**src/sv/tte_pkg.sv**
```systemverilog
`default_nettype none

package tte_pkg;

   localparam int TAPS_AVERAGED = 4;

   localparam int SAMPLES_W    = 16;
   localparam int CLOCK_W      = 32;
   localparam int RATE_W       = 18;
   localparam int BPM_W        = 18;
   localparam int INTERVAL_W   = 19;
   localparam int TOTAL_W      = 24;
   localparam int COUNT_OUT_W  = 5;
   localparam int CSR_INDEX_W  = 8;
   localparam int RSP_DATA_W   = 24;

   localparam int POS_W   = $clog2(TAPS_AVERAGED);
   localparam int TAPS_W  = $clog2(TAPS_AVERAGED + 2);
   // count times fifteen, the rest of the 60*256 scale is a shift by ten
   localparam int SCALE_W = $clog2(15 * TAPS_AVERAGED + 1);
   localparam int SHIFT_W = 10;
   localparam int NUM_W   = RATE_W + SCALE_W + SHIFT_W;
   localparam int STEP_W  = $clog2(NUM_W);

   localparam logic [CSR_INDEX_W-1:0] CSR_SAMPLE_RATE = CSR_INDEX_W'(0);
   localparam logic [CSR_INDEX_W-1:0] CSR_START_TEMPO = CSR_INDEX_W'(1);
   localparam logic [CSR_INDEX_W-1:0] CSR_MIN_BPM     = CSR_INDEX_W'(2);
   localparam logic [CSR_INDEX_W-1:0] CSR_MAX_BPM     = CSR_INDEX_W'(3);

   localparam logic [RATE_W-1:0] SAMPLE_RATE_RESET = RATE_W'(48000);
   localparam logic [BPM_W-1:0]  START_TEMPO_RESET = BPM_W'(30720);
   localparam logic [BPM_W-1:0]  MIN_BPM_RESET     = BPM_W'(5120);
   localparam logic [BPM_W-1:0]  MAX_BPM_RESET     = BPM_W'(76800);

endpackage

`default_nettype wire

```
**src/sv/tap_tempo_estimator_core.sv**
```systemverilog
`default_nettype none

// channel   direction  handshake              payload
// req       in         req_tvalid/req_tready  tuser: op; tdata: samples_elapsed
// rsp       out        rsp_tvalid/rsp_tready  tuser: restarted; tdata: bpm, intervals_averaged
// csr       in         csr_valid/csr_ready    csr_index, csr_data
//
// an advance word is handled in idle; a tap word steps through gap and update, then the
// restoring divider (one quotient bit a cycle) and clamp unless the sum is zero, then response
// reset is synchronous; config regs go to their reset values, tempo to its start value
// a tap word is accepted while an earlier result waits; the new result then holds
// in its last state until the output register is free
module tap_tempo_estimator_core (
   input  wire logic                                 clock,
   input  wire logic                                 reset,

   input  wire logic                                 req_tvalid,
   output logic                                      req_tready,
   input  wire logic [tte_pkg::SAMPLES_W-1:0]        req_tdata,  // [15:0] samples_elapsed
   input  wire logic [0:0]                           req_tuser,  // [0] op

   output logic                                      rsp_tvalid,
   input  wire logic                                 rsp_tready,
   output logic [tte_pkg::RSP_DATA_W-1:0]            rsp_tdata,  // [17:0] bpm,
                                                                 // [22:18] intervals_averaged
   output logic [0:0]                                rsp_tuser,  // [0] restarted

   input  wire logic                                 csr_valid,
   output logic                                      csr_ready,
   input  wire logic [tte_pkg::CSR_INDEX_W-1:0]      csr_index,
   input  wire logic [tte_pkg::RATE_W-1:0]           csr_data
);

   localparam int N = tte_pkg::TAPS_AVERAGED;

   typedef enum logic [5:0] {
      S_IDLE   = 6'b000001,
      S_GAP    = 6'b000010,
      S_UPDATE = 6'b000100,
      S_DIV    = 6'b001000,
      S_CLAMP  = 6'b010000,
      S_RESP   = 6'b100000
   } state_type;

   state_type state_ff, state_in;

   logic [tte_pkg::RATE_W-1:0]     rate_ff, rate_in;
   logic [tte_pkg::BPM_W-1:0]      default_ff, default_in;
   logic [tte_pkg::BPM_W-1:0]      min_ff, min_in;
   logic [tte_pkg::BPM_W-1:0]      max_ff, max_in;

   logic [tte_pkg::CLOCK_W-1:0]    clock_ff, clock_in;
   logic [tte_pkg::CLOCK_W-1:0]    last_tap_ff, last_tap_in;
   logic [tte_pkg::CLOCK_W-1:0]    gap_ff, gap_in;
   logic [tte_pkg::TAPS_W-1:0]     taps_ff, taps_in;
   logic [tte_pkg::TOTAL_W-1:0]    total_ff, total_in;
   logic [tte_pkg::POS_W-1:0]      pos_ff, pos_in;
   logic [tte_pkg::BPM_W-1:0]      tempo_ff, tempo_in;
   logic                           restart_ff, restart_in;

   logic [tte_pkg::INTERVAL_W-1:0] ring_ff [N];
   logic                           ring_we;

   // dividend shifts out the top while quotient bits shift in at the bottom
   logic [tte_pkg::NUM_W-1:0]      num_ff, num_in;
   logic [tte_pkg::TOTAL_W-1:0]    rem_ff, rem_in;
   logic [tte_pkg::STEP_W-1:0]     step_ff, step_in;

   logic                           rsp_valid_ff, rsp_valid_in;
   logic [tte_pkg::BPM_W-1:0]      rsp_bpm_ff, rsp_bpm_in;
   logic [tte_pkg::COUNT_OUT_W-1:0] rsp_count_ff, rsp_count_in;
   logic                           rsp_restart_ff, rsp_restart_in;

   // tap update terms
   logic                           upd_restart;
   logic [tte_pkg::TAPS_W-1:0]     upd_taps;
   logic [tte_pkg::TOTAL_W-1:0]    upd_total;
   logic [tte_pkg::INTERVAL_W-1:0] upd_interval;
   logic [tte_pkg::INTERVAL_W-1:0] upd_oldest;
   logic [tte_pkg::TOTAL_W-1:0]    upd_new_total;
   logic [tte_pkg::TAPS_W-1:0]     upd_count;
   logic [tte_pkg::SCALE_W-1:0]    upd_scale;
   logic [tte_pkg::RATE_W+tte_pkg::SCALE_W-1:0] upd_product;

   // divider terms
   logic [tte_pkg::TOTAL_W:0]      div_trial;
   logic [tte_pkg::TOTAL_W+1:0]    div_diff;
   logic                           div_fits;

   // clamp and output terms
   logic [tte_pkg::NUM_W-1:0]      clamp_hi;
   logic [tte_pkg::NUM_W-1:0]      clamp_lo;
   logic [tte_pkg::TAPS_W-1:0]     out_count;

   assign req_tready = (state_ff == S_IDLE);
   assign csr_ready  = 1'b1;

   assign rsp_tvalid = rsp_valid_ff;
   assign rsp_tdata  = {1'b0, rsp_count_ff, rsp_bpm_ff};
   assign rsp_tuser  = rsp_restart_ff;

   always_comb begin
      upd_restart  = gap_ff > {{(tte_pkg::CLOCK_W - tte_pkg::RATE_W - 1){1'b0}}, rate_ff, 1'b0};
      upd_taps     = upd_restart ? '0 : taps_ff;
      upd_total    = upd_restart ? '0 : total_ff;
      upd_interval = gap_ff[tte_pkg::INTERVAL_W-1:0];
      // an old interval leaves the sum only once the ring has been filled since restart
      upd_oldest   = (upd_taps > tte_pkg::TAPS_W'(N)) ? ring_ff[pos_ff] : '0;
      upd_new_total = upd_total
                    - tte_pkg::TOTAL_W'(upd_oldest)
                    + tte_pkg::TOTAL_W'(upd_interval);
      upd_count    = (upd_taps < tte_pkg::TAPS_W'(N)) ? upd_taps : tte_pkg::TAPS_W'(N);
      upd_scale    = tte_pkg::SCALE_W'(upd_count) * tte_pkg::SCALE_W'(15);
      upd_product  = (tte_pkg::RATE_W + tte_pkg::SCALE_W)'(rate_ff)
                   * (tte_pkg::RATE_W + tte_pkg::SCALE_W)'(upd_scale);
   end

   always_comb begin
      div_trial = {rem_ff, num_ff[tte_pkg::NUM_W-1]};
      div_diff  = {1'b0, div_trial} - {2'b00, total_ff};
      div_fits  = ~div_diff[tte_pkg::TOTAL_W+1];
   end

   always_comb begin
      clamp_hi  = (num_ff > tte_pkg::NUM_W'(max_ff)) ? tte_pkg::NUM_W'(max_ff) : num_ff;
      clamp_lo  = (clamp_hi < tte_pkg::NUM_W'(min_ff)) ? tte_pkg::NUM_W'(min_ff) : clamp_hi;
      out_count = taps_ff - tte_pkg::TAPS_W'(1);
      if (out_count > tte_pkg::TAPS_W'(N)) begin
         out_count = tte_pkg::TAPS_W'(N);
      end
   end

   always_comb begin
      state_in       = state_ff;
      rate_in        = rate_ff;
      default_in     = default_ff;
      min_in         = min_ff;
      max_in         = max_ff;
      clock_in       = clock_ff;
      last_tap_in    = last_tap_ff;
      gap_in         = gap_ff;
      taps_in        = taps_ff;
      total_in       = total_ff;
      pos_in         = pos_ff;
      tempo_in       = tempo_ff;
      restart_in     = restart_ff;
      ring_we        = 1'b0;
      num_in         = num_ff;
      rem_in         = rem_ff;
      step_in        = step_ff;
      rsp_valid_in   = rsp_valid_ff & ~rsp_tready;
      rsp_bpm_in     = rsp_bpm_ff;
      rsp_count_in   = rsp_count_ff;
      rsp_restart_in = rsp_restart_ff;

      unique case (state_ff)
         S_IDLE: begin
            if (req_tvalid) begin
               if (req_tuser[0]) begin
                  state_in = S_GAP;
               end else begin
                  clock_in = clock_ff + tte_pkg::CLOCK_W'(req_tdata);
               end
            end
         end
         S_GAP: begin
            gap_in   = clock_ff - last_tap_ff;
            state_in = S_UPDATE;
         end
         S_UPDATE: begin
            restart_in  = upd_restart;
            last_tap_in = clock_ff;
            taps_in     = (upd_taps < tte_pkg::TAPS_W'(N + 1))
                        ? upd_taps + tte_pkg::TAPS_W'(1) : upd_taps;
            total_in    = upd_total;
            rem_in      = '0;
            step_in     = '0;
            num_in      = {upd_product, {tte_pkg::SHIFT_W{1'b0}}};
            state_in    = S_RESP;
            if (upd_taps != '0) begin
               ring_we  = 1'b1;
               total_in = upd_new_total;
               pos_in   = (pos_ff == tte_pkg::POS_W'(N - 1))
                        ? '0 : pos_ff + tte_pkg::POS_W'(1);
               // a zero sum keeps the old tempo
               if (upd_new_total != '0) begin
                  state_in = S_DIV;
               end
            end
         end
         S_DIV: begin
            rem_in  = div_fits ? div_diff[tte_pkg::TOTAL_W-1:0]
                               : div_trial[tte_pkg::TOTAL_W-1:0];
            num_in  = {num_ff[tte_pkg::NUM_W-2:0], div_fits};
            step_in = step_ff + tte_pkg::STEP_W'(1);
            if (step_ff == tte_pkg::STEP_W'(tte_pkg::NUM_W - 1)) begin
               state_in = S_CLAMP;
            end
         end
         S_CLAMP: begin
            tempo_in = clamp_lo[tte_pkg::BPM_W-1:0];
            state_in = S_RESP;
         end
         S_RESP: begin
            if (!rsp_valid_ff || rsp_tready) begin
               rsp_valid_in   = 1'b1;
               rsp_bpm_in     = tempo_ff;
               rsp_count_in   = tte_pkg::COUNT_OUT_W'(out_count);
               rsp_restart_in = restart_ff;
               state_in       = S_IDLE;
            end
         end
         default: begin
            state_in = S_IDLE;
         end
      endcase

      if (csr_valid) begin
         unique case (csr_index)
            tte_pkg::CSR_SAMPLE_RATE: rate_in = csr_data;
            tte_pkg::CSR_START_TEMPO: begin
               default_in = csr_data;
               tempo_in   = csr_data;
            end
            tte_pkg::CSR_MIN_BPM:     min_in = csr_data;
            tte_pkg::CSR_MAX_BPM:     max_in = csr_data;
            default: begin
            end
         endcase
      end
   end

   always_ff @(posedge clock) begin
      if (reset) begin
         state_ff     <= S_IDLE;
         rate_ff      <= tte_pkg::SAMPLE_RATE_RESET;
         default_ff   <= tte_pkg::START_TEMPO_RESET;
         min_ff       <= tte_pkg::MIN_BPM_RESET;
         max_ff       <= tte_pkg::MAX_BPM_RESET;
         clock_ff     <= '0;
         last_tap_ff  <= '0;
         taps_ff      <= '0;
         total_ff     <= '0;
         pos_ff       <= '0;
         tempo_ff     <= tte_pkg::START_TEMPO_RESET;
         rsp_valid_ff <= 1'b0;
      end else begin
         state_ff     <= state_in;
         rate_ff      <= rate_in;
         default_ff   <= default_in;
         min_ff       <= min_in;
         max_ff       <= max_in;
         clock_ff     <= clock_in;
         last_tap_ff  <= last_tap_in;
         taps_ff      <= taps_in;
         total_ff     <= total_in;
         pos_ff       <= pos_in;
         tempo_ff     <= tempo_in;
         rsp_valid_ff <= rsp_valid_in;
      end
   end

   always_ff @(posedge clock) begin
      gap_ff         <= gap_in;
      restart_ff     <= restart_in;
      num_ff         <= num_in;
      rem_ff         <= rem_in;
      step_ff        <= step_in;
      rsp_bpm_ff     <= rsp_bpm_in;
      rsp_count_ff   <= rsp_count_in;
      rsp_restart_ff <= rsp_restart_in;
      if (ring_we) begin
         ring_ff[pos_ff] <= upd_interval;
      end
   end

endmodule

`default_nettype wire
```
**config.mk**
```make
export PLATFORM = sky130hd
export DESIGN_NAME = tap_tempo_estimator_core
export DESIGN_NICKNAME = d
export VERILOG_FILES = /design/src/sv/tte_pkg.sv /design/src/sv/tap_tempo_estimator_core.sv
export SDC_FILE = /design/constraint.sdc
export NUM_CORES = 1
export LEC_CHECK = 0
export ABC_AREA = 1
export BUFFER_PORTS_ARGS = -buffer_cell sky130_fd_sc_hd__buf_2
export CAP_MARGIN = 20
export CORE_MARGIN = 4
export CORE_UTILIZATION = 64
export DETAILED_ROUTE_END_ITERATION = 8
export PLACE_DENSITY_LB_ADDON = 0.12
export SLEW_MARGIN = 20
export SYNTH_ARGS = -nofsm -noshare
export SYNTH_HDL_FRONTEND = slang
export SYNTH_SLANG_ARGS = --single-unit
export TNS_END_PERCENT = 30
```
**constraint.sdc**
```tcl
create_clock -name clock -period 7.5 [get_ports clock]
set_input_delay 2.25 -clock clock [delete_from_list [all_inputs] [get_ports clock]]
set_output_delay 2.25 -clock clock [all_outputs]
set_load 0.05 [all_outputs]
```
Word-level counts from Yosys, hierarchy flattened
Memories as Yosys holds them, arrays and structs flattened. A register that Yosys moved wholly into a read port is not among the register bits.
Cells that the tools add are included.

cells by class
  add/subtract/negate cells = 9
  multipliers = 2
  magnitude comparators = 7
  equality and inequality tests = 15
  mux-type cells = 31
  bitwise logic cells = 4
  reduce and logical (&&, ||, !) cells = 13

operators by type and width
  cell                                           number
  two-way mux 18 bit                             4
  two-way mux 24 bit                             3
  one-hot mux 34 bit (2 select lines)            1
  one-hot mux 24 bit (2 select lines)            1
  two-way mux 6 bit                              6
  one-hot mux 6 bit (6 select lines)             1
  > comparator 34 x 18 -> 1 bit                  1
  less-than comparator 34 x 18 -> 1 bit          1
  two-way mux 34 bit                             1
  adder 32 x 16 -> 32 bit                        1
  > comparator 32 x 19 -> 1 bit                  1
  subtractor 32 bit                              1
  subtractor 25 x 24 -> 26 bit                   1
  adder 24 x 19 -> 24 bit                        1
  multiplier 18 x 6 -> 24 bit                    1
  nonzero test 24 bit                            1
  subtractor 24 x 19 -> 24 bit                   1
  two-way mux 19 bit                             1
  == test 8 x 2 -> 1 bit, second input constant  2
  == test 6 bit, second input constant           2
  one-hot mux 6 bit (2 select lines)             1
  AND reduction 2 bit                            5
  two-way mux 3 bit                              3
  == test 8 x 1 -> 1 bit, second input constant  1
  other kinds (26)                               39

storage, ports and cells
  register bits = 291
  memory bits (writable) = 76
  logic and storage cells = 101
  memories kept = 1

memory list
  name     depth  width  read ports  clocked after Yosys merged registers in  write ports  line                            RTL
  ring_ff  4      19     1           1                                        1            tap_tempo_estimator_core.sv:61  logic [tte_pkg::INTERVAL_W-1:0] ring_ff [N];

Logic depth before layout (Yosys ltp)
  depth after elaboration = 10
  mapped depth = 44
  depth with buffers taken out = 42

Worst setup path after synthesis
Ideal clock, no wire load.

  path kind = register to register
  from = register rate_ff[6] in the netlist's numbering
  to = register num_ff[29] in the netlist's numbering, data pin
  data arrival time = 6.479 ns
  required time = 7.246 ns
  setup slack = 0.768 ns
  stages on the path, launching flop included = 41
  cell sequence = dfxtp_1 -> inv_1 -> ha_1 -> nand2_1 -> inv_1 -> a21oi_1 -> nand2_1 -> nand2_1 -> nand2_1 -> nand2_1 -> nand2_1 -> nand2_2 -> inv_4 -> nor2_2 -> inv_1 -> nor2_2 -> buf_2 -> ha_1 -> [5 not listed] -> nor2_1 -> fa_1 -> inv_1 -> fa_1 -> fa_1 -> inv_1 -> ha_1 -> nand2_1 -> nor2_1 -> nand2_1 -> o211ai_1 -> a31oi_1 -> inv_1 -> a21oi_1 -> o21ai_0 -> or2_2 -> nand3_1 -> nand2_1

between the ends
  cells in the longest elaborated chain, start to end = 7

ends and longest elaborated chain
  what                                   line                             RTL
  from (decl)                            tap_tempo_estimator_core.sv:47   logic [tte_pkg::RATE_W-1:0] rate_ff, rate_in;
  from (signal assigned)                 tap_tempo_estimator_core.sv:236  rate_ff <= tte_pkg::SAMPLE_RATE_RESET;
  from (signal assigned)                 tap_tempo_estimator_core.sv:249  rate_ff <= rate_in;
  > comparator 32 x 19 -> 1 bit *        tap_tempo_estimator_core.sv:103  upd_restart = gap_ff > {{(tte_pkg::CLOCK_W - tte_pkg::RATE_W - 1){1'b0}}, rate_ff, 1'b0};
  via upd_restart                        tap_tempo_estimator_core.sv:75   logic upd_restart;
  two-way mux 3 bit *                    tap_tempo_estimator_core.sv:104  upd_taps = upd_restart ? '0 : taps_ff;
  less-than comparator 3 bit             tap_tempo_estimator_core.sv:112  upd_count = (upd_taps < tte_pkg::TAPS_W'(N)) ? upd_taps : tte_pkg::TAPS_W'(N);
  two-way mux 3 bit *                    tap_tempo_estimator_core.sv:112
  multiplier 3 x 4 -> 6 bit *            tap_tempo_estimator_core.sv:113  upd_scale = tte_pkg::SCALE_W'(upd_count) * tte_pkg::SCALE_W'(15);
  multiplier 18 x 6 -> 24 bit *          tap_tempo_estimator_core.sv:115  * (tte_pkg::RATE_W + tte_pkg::SCALE_W)'(upd_scale);
  one-hot mux 34 bit (2 select lines) *  tap_tempo_estimator_core.sv:156  unique case (state_ff)
  via num_in (one bit)                   tap_tempo_estimator_core.sv:65   logic [tte_pkg::NUM_W-1:0] num_ff, num_in;
  to (signal assigned)                   tap_tempo_estimator_core.sv:266  num_ff <= num_in;
  to (decl)                              tap_tempo_estimator_core.sv:65

The timed path passes the listed nets; every way through them passes the cells marked *.
A chain may end at the register's enable or synchronous reset.

Worst setup path in the final report
  from = register rate_ff[15] in the netlist's numbering
  to = register num_ff[33] in the netlist's numbering, data pin

Same word-level chain as after synthesis.

==> flow_summary_export.csv <==
group,metric,value,unit
run_status,outcome,"finished clean",
grt,grt_antenna_before_repair,0,
worst_setup_path,path_max_fanout,9,
run,max-cap-violations,0,
synth,synth_top_cell_area_share,0.231,
power_and_ir_drop,peakVddDrop,0.000171,V
die,die_w,207,µm
grt,grtUsageTotal,0.308,
routing,dr.pass1.iters,5,
synth,yosys.area_share.simple,0.199,
routing,num_vias,21800,
synth,yosys.area.top_type,"edfxtp_1",
power_and_ir_drop,p_leak,12.3,nW
timing,maxSlewHeadroom,0.329,
grt,grt_max_degree,78,
timing,worstMarginPinSlew,1000,ps
worst_setup_path,setup.worst_path.end,"num_ff[33]",
routing,wl,66.8,mm
worst_setup_path,r2r_start,"rate_ff[15]",
placement,pre_cts_slack,322,ps
die,die_h,207,µm
placement,place_hpwl,49.2,mm
min_path,min_path_type,"flip-flop to flip-flop",
cts,cts-root-buf,"clkbuf_16",
synth,synth_top_family_by_area,"simple AND/OR/NAND/NOR gates",
finish,layout.cells.most_common,"nand2_1",
synth,yosysWarnings,0,
die,start_util,0.652,
timing,hold_violations,0,
worst_setup_path,cp-start-kind,"flip-flop",
grt,grt_pass1_wl,110,mm
die,die-area,42900,µm²
synth,ys_types,65,
worst_setup_path,cp.required,7830,ps
finish,register_area,9340,µm²
die,num_rows,72,
grt,grt_pass1_vias,21400,
synth,synthMuxAreaShare,0,
grt,grt-ovfl-total,0,
finish,layout.nets,3589,
timing,tns,0,ps
synth,syn_area,25400,µm²
routing,ant_nets,0,
die,core-area,38900,µm²
synth,synthCells,3213,
timing,worst_slack,414,ps
synth,synth_area_leaders,"edfxtp_1, dfxtp_1, nand2_1",
min_path,whs_path_depth,0,
cts,cts_tree,"built",
worst_setup_path,reg2reg_depth,34,
worst_setup_path,crit_start,"rate_ff[15]",
placement,gp_congestion,0.996,
synth,syn_area_per_cell,7.90,µm²
worst_setup_path,crit_arrival,7420,ps
routing,vias_per_cell,5.73,
timing,skew,26.8,ps
worst_setup_path,cpPeakStageDelay,560,ps
worst_setup_path,r2r_end,"num_ff[33]",
placement,io_buffers,71,
timing,fin_crit,7090,ps
timing,final_max_slew_viol_count,0,
worst_setup_path,crit_top_cell,"inv_1",
synth,synth_xor_area_frac,0.0269,
routing,wire_per_inst,17.5,µm
synth,async_flop_share,0,
finish,fillCellCount,3169,
routing,drt_iter0_drc,1905,
synth,synth_ff_type,"edfxtp_1",
finish,layout_common_cells,"nand2_1, inv_1, a21oi_1, nor2_1, o21ai_0",
synth,ys_seq_area_frac,0.368,
cts,clock_sinks,369,
synth,synth_compound_area_frac,0.145,
worst_setup_path,slowest_stage,"fa_1",
synth,synth_seq_cells,369,
cts,cts_htree_levels,2,
cts,cts_made_buffers,41,
synth,synthAdderAreaFrac,0.165,
worst_setup_path,path_class,"flip-flop to flip-flop",
timing,setup_viol,0,
die,ios,76,
timing,worst_hold_slack,434,ps
routing,drc,0,
finish,syn_to_final_growth,8.96,%
cts,ctsLongestPathBuffers,3,
power_and_ir_drop,powerDensity,175,nW/µm²
finish,n_antenna_cell,0,
finish,multi_input_area,13700,µm²
cts,cts.clk_slew.worst_paths,60,ps
worst_setup_path,end_kind,"flip-flop",
timing,fmax,0.141,GHz
finish,drive_above_1_share,0.0820,
worst_setup_path,reg2reg_slack,410,ps
synth,synth_edf_count,195,
cts,clk_latency,580,ps
timing,post-route-period-util,0.945,
## cell usage after synthesis (5+ instances only)
master,number
a31oi_1,11
a21oi_1,326
xor2_1,47
o21ai_0,221
a21o_1,11
ha_1,195
nor2_1,223
or2_2,14
inv_1,515
inv_2,10
nand2_1,672
nand3_2,11
nor3_1,25
dfxtp_1,174
nor2_2,6
nand4_1,29
a211oi_1,26
fa_1,88
xnor2_1,29
clkbuf_1,74
a21oi_2,11
edfxtp_1,195
nand3_1,143
o21a_1,5
buf_1,5
o21ai_1,15
nand3b_1,9
nor4_1,7
o21bai_1,6
buf_2,18
nand2_2,16
o211ai_1,26
## repair_timing
item                                    4_1_cts  5_1_grt
gates resized for setup                       0       18
endpoints found under the setup margin        0        8
hold buffers                                  0        0
setup buffers                                 0        5
## flip-flops by register name, summed over array words and instances (netlist names), 24 cells and up, named ones only
register     flops
last_tap_ff     32
total_ff        24
num_ff          34
rem_ff          24
clock_ff        32
gap_ff          32
ring_ff         76
## where the power goes
group	switching, mW	internal (mW)	total, mW	leakage, nW
clock	0.854	1.21	2.06	0.663
sequential	0.0278	2.16	2.19	3.10
combinational	0.375	0.205	0.580	8.53
total	1.26	3.58	4.84	12.3
## layout make-up
class	instances	area share
inverters	528	0.0720
flip-flops and latches	369	0.338
repair buffers	102	0.0217
well taps	518	0.0234
multi-input cells	2216	0.495
clock inverters	21	0.00769
clock buffers	55	0.0423
## stage by stage
step                       util  instance area, µm²  cells  power, mW
final                     0.711               27700   3809       4.84
after global routing      0.711               27700   3809       5.03
after CTS                 0.708               27600   3803       4.86
after detailed placement  0.673               26200   3727       2.81
after global placement    0.673               26200   3727       2.79
after floorplan               -               25400   3215       2.65
## cell families (layout without fill, tap and decap cells)
| group | Yosys count | count (layout) |
|---|---|---|
| AOI/OAI and AO/OA | 676 | 676 |
| xor gates and xnor gates | 77 | 77 |
| adders and majority gates | 283 | 283 |
| buffers and inverters | 630 | 706 |
| DFF | 369 | 369 |
| other | 2 | 4 |
| and+or+nand+nor | 1176 | 1176 |
## critical path: cells and delay by family (launching register included)
kind | cells | cell delay (ps)
AND/OR/NAND/NOR | 13 | 1920
adder cells (fa/ha/maj) | 8 | 2900
AO/OA/AOI/OAI | 5 | 750
flip-flops | 1 | 490
buffers and inverters | 8 | 780
## how the worst min path moves through the flow
stage | from | to
2_1_floorplan | restart_ff | rsp_tuser
3_3_place_gp | tempo_ff[12] | rsp_bpm_ff[12]
3_5_place_dp | tempo_ff[15] | rsp_bpm_ff[15]
4_1_cts | tempo_ff[12] | rsp_bpm_ff[12]
5_1_grt | tempo_ff[12] | rsp_bpm_ff[12]
6_report | tempo_ff[12] | rsp_bpm_ff[12]
## metal layers
metal	GRT usage	vias to the layer above	wire, µm
li1	-	10600	-
met1	0.409	10300	28500
met2	0.519	726	31300
met3	0.0421	140	4410
met4	0.117	0	2610
met5	0	-	0
Power figures use the tool's default switching activity.
